File: src/hw/rtl/atlc_pkg.sv
// Shared types and constants of the adaptive traffic light controller.
// No dependencies; every other file of the block uses this package.
package atlc_pkg;

	// Road and field geometry.
	localparam int ROADS    = 4;
	localparam int ROAD_W   = 2;
	localparam int ARRIVE_W = 3;
	localparam int LIGHT_W  = 2;
	localparam int CARS_W   = 8;
	localparam int PHASE_W  = 8;

	// Defaults for the storage width parameters of the top level.
	localparam int COUNT_BITS_DEF = 8;
	localparam int WAIT_BITS_DEF  = 16;

	// Configuration port geometry and register map.
	localparam int CFG_W    = 8;
	localparam int PDATA_W  = 32;
	localparam int PADDR_W  = 4;
	localparam int REG_IDX_W = 2;

	localparam logic [REG_IDX_W-1:0] REG_CYCLE_LENGTH = 2'd0;
	localparam logic [REG_IDX_W-1:0] REG_WEIGHT_CARS  = 2'd1;
	localparam logic [REG_IDX_W-1:0] REG_WEIGHT_WAIT  = 2'd2;

	localparam logic [CFG_W-1:0] CYCLE_LENGTH_RST = 8'd10;
	localparam logic [CFG_W-1:0] WEIGHT_CARS_RST  = 8'd1;
	localparam logic [CFG_W-1:0] WEIGHT_WAIT_RST  = 8'd1;

	// Light states of one road.
	typedef enum logic [LIGHT_W-1:0] {
		LT_RED   = 2'd0,
		LT_YTG   = 2'd1,
		LT_GREEN = 2'd2,
		LT_YTR   = 2'd3
	} light_t;

	// Configuration register contents handed to the datapath.
	typedef struct packed {
		logic [CFG_W-1:0] cycle_length;
		logic [CFG_W-1:0] weight_cars;
		logic [CFG_W-1:0] weight_wait;
	} cfg_t;

	// One result of a tick.
	typedef struct packed {
		logic                            departed;
		logic [ROAD_W-1:0]               departed_road;
		logic [ROADS-1:0][LIGHT_W-1:0]   light;
		logic [ROADS-1:0][CARS_W-1:0]    cars;
		logic                            arrival_dropped;
	} result_t;

endpackage

File: src/hw/rtl/atlc_tick_if.sv
// Input channel of the traffic light controller: one tick of arrival counts.
// Depends on atlc_pkg for the field widths.
interface atlc_tick_if;
	logic                          valid;
	logic                          ready;
	logic [atlc_pkg::ARRIVE_W-1:0] arrive_north;
	logic [atlc_pkg::ARRIVE_W-1:0] arrive_east;
	logic [atlc_pkg::ARRIVE_W-1:0] arrive_south;
	logic [atlc_pkg::ARRIVE_W-1:0] arrive_west;

	modport source (output valid, arrive_north, arrive_east, arrive_south, arrive_west,
		input ready);
	modport sink (input valid, arrive_north, arrive_east, arrive_south, arrive_west,
		output ready);
endinterface

File: src/hw/rtl/atlc_result_if.sv
// Output channel of the traffic light controller: one result per tick.
// Depends on atlc_pkg for the field widths.
interface atlc_result_if;
	logic                         valid;
	logic                         ready;
	logic                         departed;
	logic [atlc_pkg::ROAD_W-1:0]  departed_road;
	logic [atlc_pkg::LIGHT_W-1:0] light_north;
	logic [atlc_pkg::LIGHT_W-1:0] light_east;
	logic [atlc_pkg::LIGHT_W-1:0] light_south;
	logic [atlc_pkg::LIGHT_W-1:0] light_west;
	logic [atlc_pkg::CARS_W-1:0]  cars_north;
	logic [atlc_pkg::CARS_W-1:0]  cars_east;
	logic [atlc_pkg::CARS_W-1:0]  cars_south;
	logic [atlc_pkg::CARS_W-1:0]  cars_west;
	logic                         arrival_dropped;

	modport source (output valid, departed, departed_road, light_north, light_east,
		light_south, light_west, cars_north, cars_east, cars_south, cars_west,
		arrival_dropped, input ready);
	modport sink (input valid, departed, departed_road, light_north, light_east,
		light_south, light_west, cars_north, cars_east, cars_south, cars_west,
		arrival_dropped, output ready);
endinterface

File: src/hw/rtl/atlc_cfg.sv
// APB-style configuration registers: cycle length and the two priority weights.
// Depends on atlc_pkg for the register map, reset values and cfg_t.
module atlc_cfg (
	input  logic                          clk,
	input  logic                          arst_n,
	input  logic                          psel,
	input  logic                          penable,
	input  logic                          pwrite,
	input  logic [atlc_pkg::PADDR_W-1:0]  paddr,
	input  logic [atlc_pkg::PDATA_W-1:0]  pwdata,
	output logic [atlc_pkg::PDATA_W-1:0]  prdata,
	output logic                          pready,
	output atlc_pkg::cfg_t                cfg
);

	logic                              wr_en;
	logic [atlc_pkg::REG_IDX_W-1:0]    reg_idx;
	logic [atlc_pkg::CFG_W-1:0]        cycle_length_q;
	logic [atlc_pkg::CFG_W-1:0]        weight_cars_q;
	logic [atlc_pkg::CFG_W-1:0]        weight_wait_q;

	// Registers sit on word addresses; the write lands in the access phase.
	assign pready  = 1'b1;
	assign wr_en   = psel & penable & pwrite & pready;
	assign reg_idx = paddr[atlc_pkg::PADDR_W-1:2];

	// Register file with reset values.
	always_ff @(posedge clk or negedge arst_n) begin
		if (!arst_n) begin
			cycle_length_q <= atlc_pkg::CYCLE_LENGTH_RST;
			weight_cars_q  <= atlc_pkg::WEIGHT_CARS_RST;
			weight_wait_q  <= atlc_pkg::WEIGHT_WAIT_RST;
		end else if (wr_en) begin
			case (reg_idx)
				atlc_pkg::REG_CYCLE_LENGTH: cycle_length_q <= pwdata[atlc_pkg::CFG_W-1:0];
				atlc_pkg::REG_WEIGHT_CARS:  weight_cars_q  <= pwdata[atlc_pkg::CFG_W-1:0];
				atlc_pkg::REG_WEIGHT_WAIT:  weight_wait_q  <= pwdata[atlc_pkg::CFG_W-1:0];
				default: ;
			endcase
		end
	end

	// Read back, zero-extended to the bus width.
	always_comb begin
		case (reg_idx)
			atlc_pkg::REG_CYCLE_LENGTH: prdata = atlc_pkg::PDATA_W'(cycle_length_q);
			atlc_pkg::REG_WEIGHT_CARS:  prdata = atlc_pkg::PDATA_W'(weight_cars_q);
			atlc_pkg::REG_WEIGHT_WAIT:  prdata = atlc_pkg::PDATA_W'(weight_wait_q);
			default:                    prdata = '0;
		endcase
	end

	assign cfg.cycle_length = cycle_length_q;
	assign cfg.weight_cars  = weight_cars_q;
	assign cfg.weight_wait  = weight_wait_q;

endmodule

File: src/hw/rtl/atlc_rank.sv
// Road priority and ranking: two products per road and a four-way rank.
// Depends on atlc_pkg for road geometry and weight width.
module atlc_rank #(
	parameter int COUNT_BITS = atlc_pkg::COUNT_BITS_DEF,
	parameter int WAIT_BITS  = atlc_pkg::WAIT_BITS_DEF
) (
	input  logic [atlc_pkg::ROADS-1:0][COUNT_BITS-1:0]      count,
	input  logic [atlc_pkg::ROADS-1:0][WAIT_BITS-1:0]       wait_cnt,
	input  logic [atlc_pkg::ROADS-1:0]                      red,
	input  logic [atlc_pkg::CFG_W-1:0]                      weight_cars,
	input  logic [atlc_pkg::CFG_W-1:0]                      weight_wait,
	output logic [atlc_pkg::ROADS-1:0][atlc_pkg::ROAD_W-1:0] rank_order
);

	localparam int WIDE_BITS = (COUNT_BITS > WAIT_BITS) ? COUNT_BITS : WAIT_BITS;
	localparam int PRIO_W    = WIDE_BITS + atlc_pkg::CFG_W + 1;
	localparam int POS_W     = atlc_pkg::ROAD_W + 1;
	localparam int RW        = atlc_pkg::ROAD_W;

	logic [PRIO_W-1:0] prio [atlc_pkg::ROADS];

	// Priority: cars times weight, plus wait times weight while red; zero when empty.
	always_comb begin
		logic [COUNT_BITS+atlc_pkg::CFG_W-1:0] car_term;
		logic [WAIT_BITS+atlc_pkg::CFG_W-1:0]  wait_term;
		for (int r = 0; r < atlc_pkg::ROADS; r++) begin
			car_term  = count[r] * weight_cars;
			wait_term = wait_cnt[r] * weight_wait;
			prio[r]   = '0;
			if (count[r] != '0) begin
				prio[r] = PRIO_W'(car_term);
				if (red[r]) begin
					prio[r] = PRIO_W'(car_term) + PRIO_W'(wait_term);
				end
			end
		end
	end

	// Each road's place is the number of roads ahead of it; ties favor the lower index.
	always_comb begin
		logic [POS_W-1:0] pos;
		rank_order = '0;
		for (int i = 0; i < atlc_pkg::ROADS; i++) begin
			pos = '0;
			for (int j = 0; j < atlc_pkg::ROADS; j++) begin
				if (prio[j] > prio[i] || (prio[j] == prio[i] && j < i)) begin
					pos = pos + POS_W'(1);
				end
			end
			rank_order[pos[RW-1:0]] = RW'(i);
		end
	end

endmodule

File: src/hw/rtl/atlc_tick_unit.sv
// Intersection state and the per-tick update: departure, arrivals, lights, waits, phase.
// Depends on atlc_pkg and instantiates atlc_rank.
module atlc_tick_unit #(
	parameter int COUNT_BITS = atlc_pkg::COUNT_BITS_DEF,
	parameter int WAIT_BITS  = atlc_pkg::WAIT_BITS_DEF
) (
	input  logic                                              clk,
	input  logic                                              arst_n,
	input  logic                                              step,
	input  logic [atlc_pkg::ROADS-1:0][atlc_pkg::ARRIVE_W-1:0] arrive,
	input  atlc_pkg::cfg_t                                    cfg,
	output atlc_pkg::result_t                                 result
);

	localparam int ROADS = atlc_pkg::ROADS;
	localparam int RW    = atlc_pkg::ROAD_W;
	localparam int PW    = atlc_pkg::PHASE_W;
	localparam int CW    = atlc_pkg::CARS_W;
	localparam logic [COUNT_BITS-1:0] COUNT_MAX = '1;
	localparam logic [WAIT_BITS-1:0]  WAIT_MAX  = '1;
	localparam logic [PW-1:0] PH_RANK   = 8'd0;
	localparam logic [PW-1:0] PH_GREEN1 = 8'd1;
	localparam logic [PW-1:0] PH_GREEN2 = 8'd2;

	// Intersection state.
	atlc_pkg::light_t [ROADS-1:0]        light_q;
	logic [ROADS-1:0][COUNT_BITS-1:0]    count_q;
	logic [ROADS-1:0][WAIT_BITS-1:0]     wait_q;
	logic [ROADS-1:0][RW-1:0]            rank_q;
	logic [PW-1:0]                       phase_q;

	// Next values.
	atlc_pkg::light_t [ROADS-1:0]        light_n;
	logic [ROADS-1:0][COUNT_BITS-1:0]    count_n;
	logic [ROADS-1:0][WAIT_BITS-1:0]     wait_n;
	logic [ROADS-1:0][RW-1:0]            rank_n;
	logic [ROADS-1:0][RW-1:0]            rank_new;
	logic [PW-1:0]                       phase_n;
	logic [PW:0]                         phase_inc;
	logic [ROADS-1:0]                    red;
	logic                                departed;
	logic [RW-1:0]                       dep_road;
	logic                                dropped;
	logic                                ph_green;
	logic                                ph_red;

	// One car leaves from the first green road that holds cars.
	always_comb begin
		departed = 1'b0;
		dep_road = '0;
		for (int r = 0; r < ROADS; r++) begin
			if (!departed && light_q[r] == atlc_pkg::LT_GREEN && count_q[r] != '0) begin
				departed = 1'b1;
				dep_road = RW'(r);
			end
		end
	end

	// Departure, then saturating arrivals.
	always_comb begin
		logic [COUNT_BITS-1:0] after_dep;
		logic [COUNT_BITS-1:0] room;
		logic [COUNT_BITS-1:0] add;
		dropped = 1'b0;
		for (int r = 0; r < ROADS; r++) begin
			after_dep = count_q[r];
			if (departed && dep_road == RW'(r)) begin
				after_dep = count_q[r] - COUNT_BITS'(1);
			end
			room = COUNT_MAX - after_dep;
			add  = COUNT_BITS'(arrive[r]);
			if (add > room) begin
				dropped = 1'b1;
				add     = room;
			end
			count_n[r] = after_dep + add;
		end
	end

	// Priorities use the lights and waits from before this tick's light changes.
	always_comb begin
		for (int r = 0; r < ROADS; r++) begin
			red[r] = (light_q[r] == atlc_pkg::LT_RED);
		end
	end

	atlc_rank #(
		.COUNT_BITS (COUNT_BITS),
		.WAIT_BITS  (WAIT_BITS)
	) u_rank (
		.count       (count_n),
		.wait_cnt    (wait_q),
		.red         (red),
		.weight_cars (cfg.weight_cars),
		.weight_wait (cfg.weight_wait),
		.rank_order  (rank_new)
	);

	assign rank_n   = (phase_q == PH_RANK) ? rank_new : rank_q;
	assign ph_green = (phase_q == PH_GREEN1) || (phase_q == PH_GREEN2);
	assign ph_red   = (phase_q == PH_RANK) || (phase_q == PH_GREEN1);

	// By phase, top road steps to green, others to red; a change restarts the wait.
	always_comb begin
		logic go_green;
		logic go_red;
		logic clr;
		logic [WAIT_BITS-1:0] w;
		for (int r = 0; r < ROADS; r++) begin
			go_green   = ph_green && (rank_n[0] == RW'(r));
			go_red     = ph_red && (rank_n[0] != RW'(r));
			light_n[r] = light_q[r];
			clr        = 1'b0;
			case (light_q[r])
				atlc_pkg::LT_RED: begin
					if (go_green) begin
						light_n[r] = atlc_pkg::LT_YTG;
						clr        = 1'b1;
					end
				end
				atlc_pkg::LT_YTG: begin
					if (go_green) begin
						light_n[r] = atlc_pkg::LT_GREEN;
						clr        = 1'b1;
					end
				end
				atlc_pkg::LT_GREEN: begin
					if (go_red) begin
						light_n[r] = atlc_pkg::LT_YTR;
						clr        = 1'b1;
					end
				end
				atlc_pkg::LT_YTR: begin
					if (go_red) begin
						light_n[r] = atlc_pkg::LT_RED;
						clr        = 1'b1;
					end
				end
				default: ;
			endcase
			w = clr ? '0 : wait_q[r];
			if (count_n[r] != '0 && w != WAIT_MAX) begin
				w = w + WAIT_BITS'(1);
			end
			wait_n[r] = w;
		end
	end

	// Phase advances and wraps at the cycle length.
	assign phase_inc = {1'b0, phase_q} + (PW+1)'(1);
	assign phase_n   = (phase_inc >= {1'b0, cfg.cycle_length}) ? '0 : phase_inc[PW-1:0];

	// State update, one tick per step.
	always_ff @(posedge clk or negedge arst_n) begin
		if (!arst_n) begin
			for (int r = 0; r < ROADS; r++) begin
				light_q[r] <= atlc_pkg::LT_RED;
				count_q[r] <= '0;
				wait_q[r]  <= '0;
				rank_q[r]  <= RW'(r);
			end
			phase_q <= '0;
		end else if (step) begin
			light_q <= light_n;
			count_q <= count_n;
			wait_q  <= wait_n;
			rank_q  <= rank_n;
			phase_q <= phase_n;
		end
	end

	// Result of this tick.
	always_comb begin
		result.departed        = departed;
		result.departed_road   = dep_road;
		result.arrival_dropped = dropped;
		for (int r = 0; r < ROADS; r++) begin
			result.light[r] = light_n[r];
			result.cars[r]  = CW'(count_n[r]);
		end
	end

endmodule

File: src/hw/rtl/adaptive_traffic_light_controller_core.sv
// Top level of the adaptive four-way traffic light controller.
// Depends on atlc_pkg, atlc_tick_if, atlc_result_if, atlc_cfg and atlc_tick_unit.
//
// Each tick transaction on tick_in carries the arrivals of the four roads and
// produces exactly one result transaction on result_out. The block takes one
// tick per clock cycle unless the output stalls: a tick is captured in the
// input register, and the clock edge at which it advances runs the whole tick
// update (departure, arrivals, the priority products and the four-road rank,
// light steps, waits and phase) in one pass and loads its result into the
// output register, from which result_out offers it. The input stalls only when
// both registers hold a transaction and result_out.ready is low. Configuration
// registers (cycle_length at 0x0, weight_cars at 0x4, weight_wait at 0x8) are
// written over the APB port; the user writes them only while no tick is in
// flight, and the block itself does not enforce this.
module adaptive_traffic_light_controller_core #(
	parameter int COUNT_BITS = atlc_pkg::COUNT_BITS_DEF,
	parameter int WAIT_BITS  = atlc_pkg::WAIT_BITS_DEF
) (
	input  logic                         clk,
	input  logic                         arst_n,
	atlc_tick_if.sink                    tick_in,
	atlc_result_if.source                result_out,
	input  logic                         psel,
	input  logic                         penable,
	input  logic                         pwrite,
	input  logic [atlc_pkg::PADDR_W-1:0] paddr,
	input  logic [atlc_pkg::PDATA_W-1:0] pwdata,
	output logic [atlc_pkg::PDATA_W-1:0] prdata,
	output logic                         pready
);

	localparam int ROADS = atlc_pkg::ROADS;

	atlc_pkg::cfg_t                                  cfg;
	atlc_pkg::result_t                               result_n;
	atlc_pkg::result_t                               result_q;
	logic [ROADS-1:0][atlc_pkg::ARRIVE_W-1:0]        arrive_s1;
	logic                                            valid_s1;
	logic                                            out_valid_q;
	logic                                            advance;
	logic                                            accept;

	atlc_cfg u_cfg (
		.clk     (clk),
		.arst_n  (arst_n),
		.psel    (psel),
		.penable (penable),
		.pwrite  (pwrite),
		.paddr   (paddr),
		.pwdata  (pwdata),
		.prdata  (prdata),
		.pready  (pready),
		.cfg     (cfg)
	);

	// The captured tick moves on when the output register is free or being emptied.
	assign advance       = valid_s1 & (~out_valid_q | result_out.ready);
	assign tick_in.ready = ~valid_s1 | advance;
	assign accept        = tick_in.valid & tick_in.ready;

	// Input register control.
	always_ff @(posedge clk or negedge arst_n) begin
		if (!arst_n) begin
			valid_s1 <= 1'b0;
		end else if (accept) begin
			valid_s1 <= 1'b1;
		end else if (advance) begin
			valid_s1 <= 1'b0;
		end
	end

	// Input register payload.
	always_ff @(posedge clk) begin
		if (accept) begin
			arrive_s1 <= {tick_in.arrive_west, tick_in.arrive_south,
				tick_in.arrive_east, tick_in.arrive_north};
		end
	end

	atlc_tick_unit #(
		.COUNT_BITS (COUNT_BITS),
		.WAIT_BITS  (WAIT_BITS)
	) u_tick (
		.clk    (clk),
		.arst_n (arst_n),
		.step   (advance),
		.arrive (arrive_s1),
		.cfg    (cfg),
		.result (result_n)
	);

	// Output register control.
	always_ff @(posedge clk or negedge arst_n) begin
		if (!arst_n) begin
			out_valid_q <= 1'b0;
		end else if (advance) begin
			out_valid_q <= 1'b1;
		end else if (result_out.ready) begin
			out_valid_q <= 1'b0;
		end
	end

	// Output register payload.
	always_ff @(posedge clk) begin
		if (advance) begin
			result_q <= result_n;
		end
	end

	assign result_out.valid           = out_valid_q;
	assign result_out.departed        = result_q.departed;
	assign result_out.departed_road   = result_q.departed_road;
	assign result_out.light_north     = result_q.light[0];
	assign result_out.light_east      = result_q.light[1];
	assign result_out.light_south     = result_q.light[2];
	assign result_out.light_west      = result_q.light[3];
	assign result_out.cars_north      = result_q.cars[0];
	assign result_out.cars_east       = result_q.cars[1];
	assign result_out.cars_south      = result_q.cars[2];
	assign result_out.cars_west       = result_q.cars[3];
	assign result_out.arrival_dropped = result_q.arrival_dropped;

endmodule
File: src/flat_wrapper.sv
// flat-port wrapper written by rule: the top's interface ports become plain ports
module adaptive_traffic_light_controller_core_flat 
#(
	parameter int COUNT_BITS = atlc_pkg::COUNT_BITS_DEF,
	parameter int WAIT_BITS  = atlc_pkg::WAIT_BITS_DEF
)
  (clk, arst_n, psel, penable, pwrite, paddr, pwdata, prdata, pready, tick_in_valid, tick_in_arrive_north, tick_in_arrive_east, tick_in_arrive_south, tick_in_arrive_west, tick_in_ready, result_out_valid, result_out_departed, result_out_departed_road, result_out_light_north, result_out_light_east, result_out_light_south, result_out_light_west, result_out_cars_north, result_out_cars_east, result_out_cars_south, result_out_cars_west, result_out_arrival_dropped, result_out_ready);
  atlc_tick_if tick_in_i ();
  atlc_result_if result_out_i ();
  input  logic clk;
  input  logic arst_n;
  input  logic psel;
  input  logic penable;
  input  logic pwrite;
  input  logic [atlc_pkg::PADDR_W-1:0] paddr;
  input  logic [atlc_pkg::PDATA_W-1:0] pwdata;
  output logic [atlc_pkg::PDATA_W-1:0] prdata;
  output logic pready;
  input wire logic [$bits(tick_in_i.valid)-1:0] tick_in_valid;
  input wire logic [$bits(tick_in_i.arrive_north)-1:0] tick_in_arrive_north;
  input wire logic [$bits(tick_in_i.arrive_east)-1:0] tick_in_arrive_east;
  input wire logic [$bits(tick_in_i.arrive_south)-1:0] tick_in_arrive_south;
  input wire logic [$bits(tick_in_i.arrive_west)-1:0] tick_in_arrive_west;
  output wire logic [$bits(tick_in_i.ready)-1:0] tick_in_ready;
  output wire logic [$bits(result_out_i.valid)-1:0] result_out_valid;
  output wire logic [$bits(result_out_i.departed)-1:0] result_out_departed;
  output wire logic [$bits(result_out_i.departed_road)-1:0] result_out_departed_road;
  output wire logic [$bits(result_out_i.light_north)-1:0] result_out_light_north;
  output wire logic [$bits(result_out_i.light_east)-1:0] result_out_light_east;
  output wire logic [$bits(result_out_i.light_south)-1:0] result_out_light_south;
  output wire logic [$bits(result_out_i.light_west)-1:0] result_out_light_west;
  output wire logic [$bits(result_out_i.cars_north)-1:0] result_out_cars_north;
  output wire logic [$bits(result_out_i.cars_east)-1:0] result_out_cars_east;
  output wire logic [$bits(result_out_i.cars_south)-1:0] result_out_cars_south;
  output wire logic [$bits(result_out_i.cars_west)-1:0] result_out_cars_west;
  output wire logic [$bits(result_out_i.arrival_dropped)-1:0] result_out_arrival_dropped;
  input wire logic [$bits(result_out_i.ready)-1:0] result_out_ready;
  assign tick_in_i.valid = tick_in_valid;
  assign tick_in_i.arrive_north = tick_in_arrive_north;
  assign tick_in_i.arrive_east = tick_in_arrive_east;
  assign tick_in_i.arrive_south = tick_in_arrive_south;
  assign tick_in_i.arrive_west = tick_in_arrive_west;
  assign tick_in_ready = tick_in_i.ready;
  assign result_out_valid = result_out_i.valid;
  assign result_out_departed = result_out_i.departed;
  assign result_out_departed_road = result_out_i.departed_road;
  assign result_out_light_north = result_out_i.light_north;
  assign result_out_light_east = result_out_i.light_east;
  assign result_out_light_south = result_out_i.light_south;
  assign result_out_light_west = result_out_i.light_west;
  assign result_out_cars_north = result_out_i.cars_north;
  assign result_out_cars_east = result_out_i.cars_east;
  assign result_out_cars_south = result_out_i.cars_south;
  assign result_out_cars_west = result_out_i.cars_west;
  assign result_out_arrival_dropped = result_out_i.arrival_dropped;
  assign result_out_i.ready = result_out_ready;
  adaptive_traffic_light_controller_core #(.COUNT_BITS(COUNT_BITS), .WAIT_BITS(WAIT_BITS)) u_core (.clk(clk), .arst_n(arst_n), .tick_in(tick_in_i), .result_out(result_out_i), .psel(psel), .penable(penable), .pwrite(pwrite), .paddr(paddr), .pwdata(pwdata), .prdata(prdata), .pready(pready));
endmodule
File: config.mk
export PLATFORM = sky130hd
export DESIGN_NAME = adaptive_traffic_light_controller_core_flat
export DESIGN_NICKNAME = d
export VERILOG_FILES = /design/src/hw/rtl/atlc_pkg.sv /design/src/hw/rtl/atlc_tick_if.sv /design/src/hw/rtl/atlc_result_if.sv /design/src/hw/rtl/atlc_cfg.sv /design/src/hw/rtl/atlc_rank.sv /design/src/hw/rtl/atlc_tick_unit.sv /design/src/hw/rtl/adaptive_traffic_light_controller_core.sv /design/src/flat_wrapper.sv
export SDC_FILE = /design/constraint.sdc
export NUM_CORES = 2
export LEC_CHECK = 0
export ABC_AREA = 1
export BUFFER_PORTS_ARGS = -buffer_cell sky130_fd_sc_hd__buf_2
export CAP_MARGIN = 20
export CELL_PAD_IN_SITES_DETAIL_PLACEMENT = 0
export CELL_PAD_IN_SITES_GLOBAL_PLACEMENT = 1
export CORE_UTILIZATION = 53
export CTS_CLUSTER_DIAMETER = 60
export DETAILED_ROUTE_END_ITERATION = 6
export PLACE_DENSITY = 0.87
export SETUP_SLACK_MARGIN = 0.15
export SLEW_MARGIN = 20
export SYNTH_ARGS = -nofsm -noshare
export SYNTH_HDL_FRONTEND = slang
export SYNTH_SLANG_ARGS = --single-unit
File: constraint.sdc
create_clock -name clk -period 31.6 [get_ports clk]
set_input_delay 4.74 -clock clk [delete_from_list [all_inputs] [get_ports clk]]
set_output_delay 4.74 -clock clk [all_outputs]
set_load 0.01 [all_outputs]
==> results_dict.tcl <==
set metrics [dict create \
    grt_pass1_vias 36500 \
    holdBufCountCts 0 \
    hp-class "register to register" \
    critPathMostFrequentCell "nand2_1" \
    r2r_end "u_core.u_tick.wait_q[19]" \
    syn_area_sq_um 42900 \
    worstPathBufferInverterCount 16 \
    rr_worst_depth 96 \
    max_slew_margin_pct 31.4 \
    gp_congestion 0.956 \
    cts_root_buffer "clkbuf_16" \
    port_buffers 82 \
    finalSetupTns_ns 0 \
    nets 6932 \
    fp-row-count 103 \
    r2r_start "u_core.u_tick.count_q[0]" \
    yosys.area_share.simple_pct 22.4 \
    critical_path.endpoint_type "register" \
    synth.distinct_cells 65 \
    avgSynthCellArea_sq_um 7.32 \
    dp_hpwl_mm 95.2 \
    ys_ff_latch 196 \
    hold_end "u_core.u_tick.count_q[15]" \
    rsz0062_at_grt "no" \
    drv_cap 0 \
    clock-sinks 196 \
    route.detailed.drc 0 \
    status "completed" \
    cp.required_ns 32.02 \
    grt_start_max_net_pins 78 \
    seq_area_frac_synth_pct 12.1 \
    clk_pin_slew_ns 0.09 \
    die_h_um 287 \
    cts_tree "built" \
    drive_above_1_share_pct 4.99 \
    synthCells 5862 \
    clock_path_buffers 2 \
    yosys.area.top_type "fa_1" \
    yosys_warnings 0 \
    fmax_ghz 0.0521 \
    min_period_ns 19.19 \
    final-setup-viol-count 0 \
    post_drt_wl_per_cell_um 17.2 \
    cts_resized 0 \
    synth.area.mux_share_pct 0.187 \
    start_util_pct 54.0 \
    min_period_over_period_pct 60.7 \
    hold_depth 2 \
    hold_viol_final 0 \
    die_w_um 287 \
    arrival_ns 19.61 \
    synth_fa_ha_area_share_pct 41.2 \
    grt_pass1_wl_mm 193 \
    synth.top_cell.area_share_pct 25.6 \
    drt-vias-per-instance 5.27 \
    antenna_found_initial 0 \
    core_sq_um 79500 \
    final_max_slew_viol_count 0 \
    ys.flop_type "dfrtp_1" \
    critPathMaxStageDelay_ns 0.75 \
    holdCritStartpoint "u_core.u_tick.count_q[15]" \
    grt.total_usage_pct 30.0 \
    synth-edff-count 56 \
    cts_buffers 17 \
    yosys.area_share.xor_xnor_pct 2.58 \
    vias 36100 \
    drt_wl_total_mm 118 \
    synthTopCellsByArea "fa_1 26%, ha_1 16%, nand2_1 13%, inv_1 12%, dfrtp_1 7.9%" \
    cts_setup_buffers 0 \
    area_delta_synth_final_pct 4.06 \
    r2r_slack_ns 12.41 \
    io_pins 134 \
    synth.most_common_cell "nand2_1" \
    synth_top_family_by_area "adder cells" \
    htreeDepth 4 \
    fin_skew_ns 0.0269 \
    cp_max_fo 15 \
    first_pass_iters 7 \
    tightest_slew_ns 1.02 \
    clock_latency_ns 0.53 \
    async_flop_share_pct 71.4 \
    crit_type "register to register" \
    synth_compound_area_share_pct 7.44 \
    finish.utilization_pct 56.2 \
    ant_nets 0 \
    path_delay_family "adder cells" \
    grt_overflow 0 \
    cp-start-kind "register" \
    synth_top_cells_by_count "1466 x nand2_1, 1322 x inv_1, 548 x fa_1, 535 x ha_1, 430 x nor2_1" \
    crit_slowest_cell "o21ai_0" \
    dieArea_sq_um 82100 \
    drt_iter0_drc 2079 \
]
layout by cell type, fill, tap and decap left out, types with 10 or more instances in the layout:
| master | count |
|---|---|
| ha_1 | 535 |
| a21o_1 | 17 |
| nor2_1 | 430 |
| buf_2 | 81 |
| fa_1 | 548 |
| xnor2_1 | 30 |
| or2_2 | 25 |
| nand3_1 | 184 |
| nand3_2 | 10 |
| a31oi_1 | 15 |
| nor3_1 | 31 |
| nand3b_1 | 12 |
| a21oi_1 | 220 |
| nor4_1 | 11 |
| inv_2 | 25 |
| inv_1 | 1321 |
| nand2_1 | 1465 |
| o21bai_1 | 17 |
| conb_1 | 25 |
| nor2_4 | 12 |
| nor2_2 | 17 |
| xor2_1 | 84 |
| dfrtp_1 | 129 |
| o21ai_0 | 227 |
| nand4_1 | 58 |
| nand2_2 | 12 |
| buf_4 | 31 |
| a211oi_1 | 10 |
| o211ai_1 | 32 |
| clkbuf_16 | 18 |
| edfxtp_1 | 56 |
registers in the layout, indices dropped and copies added, names as in the netlist, 2 cells and up:
signal                           count
u_core.u_tick.rank_q                 2
u_core.u_tick.wait_q                64
u_core.u_tick.count_q               32
u_core.result_out.light_east         2
u_core.u_cfg.weight_cars_q           8
u_core.u_cfg.cycle_length_q          8
u_core.u_tick.phase_q                8
u_core.result_out.cars_west          8
u_core.result_out.light_south        2
u_core.result_out.light_north        2
u_core.u_tick.light_q                8
u_core.result_out.cars_east          8
u_core.result_out.cars_north         8
u_core.arrive_s1                    12
u_core.result_out.light_west         2
u_core.result_out.cars_south         8
u_core.result_out.departed_road      2
u_core.u_cfg.weight_wait_q           8
cells by family (layout without fill, tap and decap cells):
kind of cell,Yosys count,count (layout)
AO/OA/AOI/OAI,577,577
XOR/XNOR,120,120
adder cells (fa/ha/maj),1083,1083
buffers and inverters,1578,1500
flip-flops,196,196
multiplexers,8,8
other,2,26
AND/OR/NAND/NOR,2298,2298
layout make-up:
class	count	area, sq um
fillers	7653	34900
clock buffers	18	450
clock inverters	14	185
multi-input cells	4111	31800
flip-flops and latches	196	5200
diodes	1	2.50
well taps	1050	1310
repair buffers	113	649
inverters	1355	5090
layer usage:
| metal | global-route usage, % | vias to the layer above | part of all wire [%] |
|---|---|---|---|
| li1 | - | 17600 | - |
| met1 | 40.0 | 17400 | 44 |
| met2 | 49.8 | 942 | 46 |
| met3 | 3.52 | 184 | 5.5 |
| met4 | 11.4 | 0 | 3.9 |
| met5 | 0 | - | 0 |
how the worst max path moves through the flow:
stage | cells past startpoint | startpoint | endpoint | slack, ns
floorplan | 98 | u_core.u_tick.count_q[0] | u_core.u_tick.wait_q[60] | 16.12
global placement | 96 | u_core.u_tick.count_q[0] | u_core.u_tick.wait_q[19] | 12.80
detailed placement | 96 | u_core.u_tick.count_q[0] | u_core.u_tick.wait_q[19] | 12.63
CTS | 96 | u_core.u_tick.count_q[0] | u_core.u_tick.wait_q[19] | 12.54
global route | 99 | u_core.u_tick.count_q[1] | u_core.u_tick.wait_q[19] | 10.96
finish | 96 | u_core.u_tick.count_q[0] | u_core.u_tick.wait_q[19] | 12.41
stage by stage:
| stage | worst slack (ns) | cell area (sq um) | hold WS [ns] | cells |
|---|---|---|---|---|
| after floorplan | 16.12 | 43000 | 0.453 | 5885 |
| after global placement | 12.80 | 44000 | 0.467 | 6825 |
| after detailed placement | 12.63 | 44000 | 0.475 | 6825 |
| after CTS | 12.54 | 44700 | 0.496 | 6857 |
| after global routing | 10.96 | 44700 | 0.534 | 6857 |
| final | 12.41 | 44700 | 0.493 | 6858 |
worst min-delay path: stages (launching register included):
cell and delay [ns]:
dfrtp_1 0.35, nand2_1 0.05, o21ai_0 0.06
Power is not shown: default switching activity piles up to over one toggle a cycle in this logic, so the estimate is an artifact.
